### src/hw/rtl/rlbn_pkg.sv
// ----------------------------------------------------------------------------
// rlbn_pkg
// Shared constants and types for the depth-limited neighborhood search block:
// store sizes, field widths, operation codes and controller states.
// ----------------------------------------------------------------------------
package rlbn_pkg;

  // store sizes
  localparam int MAX_VERTICES = 64;
  localparam int MAX_EDGES    = 256;

  // field widths; the address and count widths derive from the store sizes
  localparam int VW  = 6;                          // vertex id field width
  localparam int EAW = $clog2(MAX_EDGES);          // edge memory address
  localparam int ECW = $clog2(MAX_EDGES + 1);      // edge count
  localparam int DAW = $clog2(MAX_VERTICES);       // discovery list address
  localparam int DCW = $clog2(MAX_VERTICES + 1);   // discovery count
  localparam int RW  = 8;                          // radius field width

  // operation codes carried on the input tuser
  typedef enum logic [1:0] {
    OP_ADD   = 2'd0,
    OP_QUERY = 2'd1,
    OP_CLEAR = 2'd2,
    OP_NONE  = 2'd3
  } op_t;

  // controller states
  typedef enum logic [2:0] {
    ST_IDLE,
    ST_LEVEL,
    ST_FETCH,
    ST_CUR,
    ST_SCAN,
    ST_EMIT_RD,
    ST_EMIT_WR
  } st_t;

endpackage

### src/hw/rtl/radius_limited_bfs_neighbourhood.sv
// ----------------------------------------------------------------------------
// radius_limited_bfs_neighbourhood
// Directed edge store with level-by-level, direction-blind neighborhood
// queries around a center vertex.
// ----------------------------------------------------------------------------
// Adds (tuser 0), clears (tuser 2) and the unused code 3 may arrive back to
// back while the output is free; each gives one word on the output. A query
// (tuser 1) holds the input off while it runs: the edge memory has one read
// port, so every frontier vertex costs two full passes over the stored edges.
// The answer then goes out one vertex at a time as the output takes it. It
// lists the discovered vertices in discovery order, the center first, with
// tlast on the final word.
module radius_limited_bfs_neighbourhood
  import rlbn_pkg::*;
(
  input  logic        clk,
  input  logic        rst,
  input  logic        s_tvalid,
  output logic        s_tready,
  input  logic [31:0] s_tdata,   // from_vertex, to_vertex, center, radius, zero fill
  input  logic [1:0]  s_tuser,   // op
  output logic        m_tvalid,
  input  logic        m_tready,
  output logic [7:0]  m_tdata,   // vertex, zero fill
  output logic        m_tlast,
  output logic [0:0]  m_tuser    // status
);

  // input fields
  logic [VW-1:0] in_from;
  logic [VW-1:0] in_to;
  logic [VW-1:0] in_center;
  logic [RW-1:0] in_radius;
  op_t           in_op;

  assign in_from   = s_tdata[VW-1:0];
  assign in_to     = s_tdata[2*VW-1:VW];
  assign in_center = s_tdata[3*VW-1:2*VW];
  assign in_radius = s_tdata[3*VW+RW-1:3*VW];
  assign in_op     = op_t'(s_tuser);

  // memories
  logic [2*VW-1:0] edge_mem [MAX_EDGES];   // {target, source}
  logic [VW-1:0]   list_mem [MAX_VERTICES];
  logic [2*VW-1:0] edge_rd;
  logic [VW-1:0]   list_rd;

  // control and datapath registers
  st_t              state;
  st_t              state_next;
  logic [ECW-1:0]   edge_count;
  logic [MAX_VERTICES-1:0] visited;
  logic [DCW-1:0]   dcount;
  logic [DCW-1:0]   lvl_start;
  logic [DCW-1:0]   lvl_end;
  logic [DCW-1:0]   idx;
  logic [DAW-1:0]   out_idx;
  logic [RW-1:0]    level;
  logic [RW-1:0]    radius;
  logic [VW-1:0]    cur;
  logic             pass;
  logic [ECW-1:0]   eaddr;
  logic             pend;
  logic [VW-1:0]    out_vertex;
  logic             out_last;
  logic             out_status;

  // control decode
  logic             accept;
  logic             out_free;
  logic             out_load;
  logic             edge_re;
  logic             list_re;
  logic [DAW-1:0]   list_raddr;
  logic             scan_issue;
  logic             scan_done;
  logic             frontier_done;

  // scan compare on the word that came back from the edge memory
  logic [VW-1:0]    e_src;
  logic [VW-1:0]    e_tgt;
  logic [VW-1:0]    e_key;
  logic [VW-1:0]    e_other;
  logic             hit;

  assign out_free      = !m_tvalid || m_tready;
  assign accept        = s_tvalid && s_tready;
  assign out_load      = (state == ST_IDLE && accept && in_op != OP_QUERY) ||
                         (state == ST_EMIT_WR && out_free);
  assign scan_issue    = (eaddr != edge_count);
  assign scan_done     = !scan_issue && !pend;
  assign frontier_done = (idx == lvl_end);

  assign e_src   = edge_rd[VW-1:0];
  assign e_tgt   = edge_rd[2*VW-1:VW];
  assign e_key   = pass ? e_src : e_tgt;
  assign e_other = pass ? e_tgt : e_src;
  assign hit     = pend && (e_key == cur) && !visited[e_other] &&
                   (dcount != DCW'(MAX_VERTICES));

  // next state
  always_comb begin
    state_next = state;
    case (state)
      ST_IDLE: begin
        if (accept && in_op == OP_QUERY) begin
          state_next = ST_LEVEL;
        end
      end
      ST_LEVEL: begin
        if (level >= radius) begin
          state_next = ST_EMIT_RD;
        end else begin
          state_next = ST_FETCH;
        end
      end
      ST_FETCH: begin
        if (!frontier_done) begin
          state_next = ST_CUR;
        end else if (dcount == lvl_end) begin
          state_next = ST_EMIT_RD;
        end else begin
          state_next = ST_LEVEL;
        end
      end
      ST_CUR: begin
        state_next = ST_SCAN;
      end
      ST_SCAN: begin
        if (scan_done && pass) begin
          state_next = ST_FETCH;
        end
      end
      ST_EMIT_RD: begin
        state_next = ST_EMIT_WR;
      end
      ST_EMIT_WR: begin
        if (out_free) begin
          if ((DCW'(out_idx) + DCW'(1)) == dcount) begin
            state_next = ST_IDLE;
          end else begin
            state_next = ST_EMIT_RD;
          end
        end
      end
      default: begin
        state_next = ST_IDLE;
      end
    endcase
  end

  // control outputs
  always_comb begin
    s_tready   = 1'b0;
    edge_re    = 1'b0;
    list_re    = 1'b0;
    list_raddr = idx[DAW-1:0];
    case (state)
      ST_IDLE: begin
        s_tready = out_free;
      end
      ST_FETCH: begin
        list_re = !frontier_done;
      end
      ST_SCAN: begin
        edge_re = scan_issue;
      end
      ST_EMIT_RD: begin
        list_re    = 1'b1;
        list_raddr = out_idx;
      end
      default: begin
        s_tready = 1'b0;
      end
    endcase
  end

  // edge memory, one write and one registered read port
  always_ff @(posedge clk) begin
    if (state == ST_IDLE && accept && in_op == OP_ADD &&
        edge_count != ECW'(MAX_EDGES)) begin
      edge_mem[edge_count[EAW-1:0]] <= {in_to, in_from};
    end
    if (edge_re) begin
      edge_rd <= edge_mem[eaddr[EAW-1:0]];
    end
  end

  // discovery list memory, one write and one registered read port
  always_ff @(posedge clk) begin
    if (state == ST_IDLE && accept && in_op == OP_QUERY) begin
      list_mem[0] <= in_center;
    end else if (state == ST_SCAN && hit) begin
      list_mem[dcount[DAW-1:0]] <= e_other;
    end
    if (list_re) begin
      list_rd <= list_mem[list_raddr];
    end
  end

  // state register
  always_ff @(posedge clk) begin
    if (rst) begin
      state <= ST_IDLE;
    end else begin
      state <= state_next;
    end
  end

  // control registers
  always_ff @(posedge clk) begin
    if (rst) begin
      edge_count <= '0;
      visited    <= '0;
      dcount     <= '0;
      lvl_start  <= '0;
      lvl_end    <= '0;
      idx        <= '0;
      out_idx    <= '0;
      level      <= '0;
      radius     <= '0;
      pass       <= 1'b0;
      eaddr      <= '0;
      pend       <= 1'b0;
      m_tvalid   <= 1'b0;
    end else begin
      // output word loaded or taken
      if (out_load) begin
        m_tvalid <= 1'b1;
      end else if (m_tready) begin
        m_tvalid <= 1'b0;
      end
      case (state)
        ST_IDLE: begin
          if (accept) begin
            case (in_op)
              OP_ADD: begin
                if (edge_count != ECW'(MAX_EDGES)) begin
                  edge_count <= edge_count + ECW'(1);
                end
              end
              OP_QUERY: begin
                visited   <= {{(MAX_VERTICES-1){1'b0}}, 1'b1} << in_center;
                dcount    <= DCW'(1);
                lvl_start <= '0;
                lvl_end   <= DCW'(1);
                level     <= RW'(1);
                radius    <= in_radius;
                out_idx   <= '0;
              end
              OP_CLEAR: begin
                edge_count <= '0;
              end
              default: begin
                pend <= 1'b0;
              end
            endcase
          end
        end
        ST_LEVEL: begin
          idx <= lvl_start;
        end
        ST_FETCH: begin
          // end of a level that found new vertices opens the next one
          if (frontier_done && dcount != lvl_end) begin
            lvl_start <= lvl_end;
            lvl_end   <= dcount;
            level     <= level + RW'(1);
          end
        end
        ST_CUR: begin
          pass  <= 1'b0;
          eaddr <= '0;
          pend  <= 1'b0;
        end
        ST_SCAN: begin
          // issue one edge read per cycle, compare the word from the cycle before
          pend <= scan_issue;
          if (scan_issue) begin
            eaddr <= eaddr + ECW'(1);
          end
          if (hit) begin
            visited[e_other] <= 1'b1;
            dcount           <= dcount + DCW'(1);
          end
          // in-edges done, then out-edges done
          if (scan_done) begin
            if (!pass) begin
              pass  <= 1'b1;
              eaddr <= '0;
            end else begin
              idx <= idx + DCW'(1);
            end
          end
        end
        ST_EMIT_WR: begin
          if (out_free) begin
            out_idx <= out_idx + DAW'(1);
          end
        end
        default: begin
          pend <= 1'b0;
        end
      endcase
    end
  end

  // output payload
  always_ff @(posedge clk) begin
    if (state == ST_IDLE && accept) begin
      out_vertex <= '0;
      out_last   <= 1'b1;
      out_status <= (in_op == OP_ADD) && (edge_count == ECW'(MAX_EDGES));
    end else if (state == ST_EMIT_WR && out_free) begin
      out_vertex <= list_rd;
      out_last   <= (DCW'(out_idx) + DCW'(1)) == dcount;
      out_status <= 1'b0;
    end
  end

  // current frontier vertex
  always_ff @(posedge clk) begin
    if (state == ST_CUR) begin
      cur <= list_rd;
    end
  end

  assign m_tdata = {{(8 - VW){1'b0}}, out_vertex};
  assign m_tlast = out_last;
  assign m_tuser = out_status;

endmodule

### config.mk
export PLATFORM = sky130hd
export DESIGN_NAME = radius_limited_bfs_neighbourhood
export DESIGN_NICKNAME = d
export VERILOG_FILES = /design/src/hw/rtl/rlbn_pkg.sv /design/src/hw/rtl/radius_limited_bfs_neighbourhood.sv
export SDC_FILE = /design/constraint.sdc
export NUM_CORES = 2
export LEC_CHECK = 0
export BUFFER_PORTS_ARGS = -buffer_cell sky130_fd_sc_hd__buf_2
export CAP_MARGIN = 20
export CORE_MARGIN = 2
export CORE_UTILIZATION = 66
export DETAILED_ROUTE_END_ITERATION = 7
export PLACE_DENSITY_LB_ADDON = 0.3
export SYNTH_ARGS = -nofsm -noshare
export SYNTH_HDL_FRONTEND = slang
export SYNTH_SLANG_ARGS = --single-unit
### constraint.sdc
create_clock -name clk -period 11.6 [get_ports clk]
set_clock_uncertainty 0.2 [all_clocks]
set_input_delay 0.58 -clock clk [delete_from_list [all_inputs] [get_ports clk]]
set_output_delay 0.58 -clock clk [all_outputs]
set_load 0.01 [all_outputs]
==> impl_metrics.toml <==
[sta]
fin_tns_setup_ns = 0
rsz0062_at_grt = "false"
setup_violations = 0
drv_slew = 0
hold_viol_final = 5
worst_slew_margin_rel_pct = 10.2
holdWs_ns = -0.00641
worst_slew_pin_slew_ns = 1.34
period_share_pct = 50.4
max_freq_mhz = 171
period_needed_ns = 5.85

[cts]
cts_root_buf = "clkbuf_16"
cts.path.max_buffers = 4
numCtsBuffers = 359
cts.sinks = 3626
cts-htree-levels = 5
clk_latency_ns = 1.00
ctsResizeCount = 0
post_cts_buffers = 0
postCtsHoldBufs = 24
path_clk_slew_ns = 0.06
cts_tree = "built"

[power_and_ir_drop]
p_leak_nw = 49.0
cellPowerDensity_mw_per_mm2 = 168
ir_drop_v = 0.000166

[setup_path]
worst_r2r_startpoint = "pass$_SDFFE_PP0P_"
critPathLaunchType = "flop"
slowest_stage = "or3b_1"
r2r_cells = 8
end_kind = "flop"
critPathMaxFanout = 55
crit_buf_inv = 1
cp-startpoint = "pass$_SDFFE_PP0P_"
arrival_ns = 6.26
required_ns = 12.02
slowest_delay_ns = 0.97
critPathTopFamily = "simple AND/OR/NAND/NOR gates"
reg2reg_slack_ns = 5.75
crit_chain = "buf_4 -> mux2i_1 -> nor2_1 -> o31ai_1 -> a21boi_1 -> nand4_4 -> or3b_1 -> nor4_2"
worstSetupPathType = "flop to flop"
regToRegEndpoint = "list_mem[28][5]$_DFFE_PP_"

[global_route]
grt_start_max_net_pins = 166
grt_usage_pct = 34.8
grt_pass1_vias = 77170
grt_remaining_overflow = 0
antenna_found_initial = 30
grt_pass1_wl_um = 551000

[yosys]
yosysUniqueCellTypes = 76
synth_enable_flop_cells = 3481
syn-mean-instance-area_um2 = 19.5
ys_seq_area_share_pct = 75.1
yosysTopAreaCell = "edfxtp_1"
async_flop_share_pct = 0
synth_top_flop_cell = "edfxtp_1"
ys_ff_latch = 3626
yosysTopAreaCellShare_pct = 73.1
yosys.cell_count.top_type = "edfxtp_1"
yosysWarnings = 0
netlist_top_cells_area = "edfxtp_1, mux4_2, dfxtp_1, nand2_1, mux2i_1"
synthCells = 7322
mappedNetlistArea_mm2 = 0.143
synth.top_cells.by_count = "edfxtp_1, mux4_2, nand2_1"

[min_path]
min_to = "edge_mem[217][6]$_DFFE_PP_"
hold_path.class = "input port to flop"
holdCritStartpoint = "s_tdata[6]"
hold_depth = 1

[run_status]
violations = "DRC, hold timing"
status = "finished with violations"

[placed_design]
portBuffers = 41
dp_hpwl_um = 205000
post_dp_cell_area_mm2 = 0.148
place.gp.congestion = 0.894

[detailed_routing]
route.vias.total = 78377
first_iter_violations = 13574
final_antenna_net_count = 0
wl_per_cell_um = 36.0
vias_per_cell = 7.26
finalWirelength_um = 389000
drc = 2
firstDrtPassIters = 8

[floorplanning]
core_area_mm2 = 0.215
rows = 170
die_x_um = 470
die_h_um = 470
ioPinCount = 50
start_util_pct = 66.5
dieArea_mm2 = 0.221

[job]
drv_cap = 0

[finish]
fillers = 10943
final_area_mm2 = 0.160
area_growth_pct = 11.6
final_util_pct = 74.3
final_nets = 7736
layout-drive-gt1-share_pct = 24.0
-- kinds of logic (layout without fill, tap and decap cells) --
| logic type | count (synthesis) | after routing | synth area share [%] |
|---|---|---|---|
| adder cells (fa/ha/maj) | 18 | 18 | 0.157 |
| AO/OA/AOI/OAI | 641 | 641 | 2.87 |
| other | 1 | 24 | 0.00262 |
| flip-flops | 3626 | 3626 | 75.1 |
| AND/OR/NAND/NOR | 1344 | 1344 | 4.11 |
| XOR/XNOR | 51 | 51 | 0.312 |
| buffers and inverters | 544 | 1160 | 1.63 |
| multiplexers | 1097 | 1097 | 15.8 |
-- stage by stage --
stage | worst slack (ns) | hold WS (ns) | std cells | total power (W)
6_report | 5.75 | -0.00641 | 10799 | 0.0268
5_1_grt | 5.57 | 0.0128 | 10779 | 0.0273
4_1_cts | 5.86 | 0.0110 | 10669 | 0.0268
3_5_place_dp | 5.86 | 0.253 | 10025 | 0.0158
3_3_place_gp | 6.09 | 0.248 | 9946 | 0.0158
2_1_floorplan | 5.87 | 0.226 | 7323 | 0.0154
-- report_power, final --
group,internal (W),leakage (nW),switching [W]
clock,0.00628,5.30,0.00489
combinational,0.000384,11.3,0.000810
sequential,0.0144,32.5,0.0000578
-- layer usage --
layer	track usage (%)	part of all wire (%)	vias up
met3	9.16	13	1297
met1	46.5	33	39581
met4	16.7	5.6	16
met2	54.2	48	6941
li1	-	-	30542
met5	0	0.024	-
-- registers in the layout, indices dropped and copies added (netlist names), 3 cells and up --
signal      count
cur             6
list_mem      384
eaddr           9
out_idx         6
lvl_start       7
lvl_end         7
visited        64
idx             7
level           8
edge_mem     3072
out_vertex      6
state           3
edge_rd        12
radius          8
list_rd         6
dcount          7
edge_count      9
-- area by class of cell --
cell class                      count  area, um2  area share (%)
Timing Repair Buffer              449       3950            2.47
Multi-Input combinational cell   3153      33500            21.0
Antenna cell                       22       55.1          0.0345
Inverter                           91        342           0.214
Tap cell                         2838       3550            2.22
Clock buffer                      453       9500            5.95
Sequential cell                  3626     107000            67.3
Clock inverter                    167       1390           0.868
-- how the worst max path moves through the flow --
stage | endpoint | slack [ns] | cells past startpoint
floorplan | list_mem[0][0]$_DFFE_PP_ | 5.87 | 10
global placement | list_mem[60][0]$_DFFE_PP_ | 6.09 | 8
detailed placement | list_mem[60][4]$_DFFE_PP_ | 5.86 | 8
CTS | list_mem[60][0]$_DFFE_PP_ | 5.86 | 8
global route | list_mem[28][3]$_DFFE_PP_ | 5.57 | 8
finish | list_mem[28][5]$_DFFE_PP_ | 5.75 | 8
-- cells in the final DEF, fill, tap and decap left out, types with 90 or more instances in the layout --
cell       count
edfxtp_1    3481
mux4_2       930
nand2_1      561
nor2_1       381
clkbuf_16    365
buf_4        277
a21oi_1      209
nand3_1      176
mux2i_1      147
dfxtp_1      139
o22ai_1       96
inv_1         90
(Power assumes the default switching activity.)
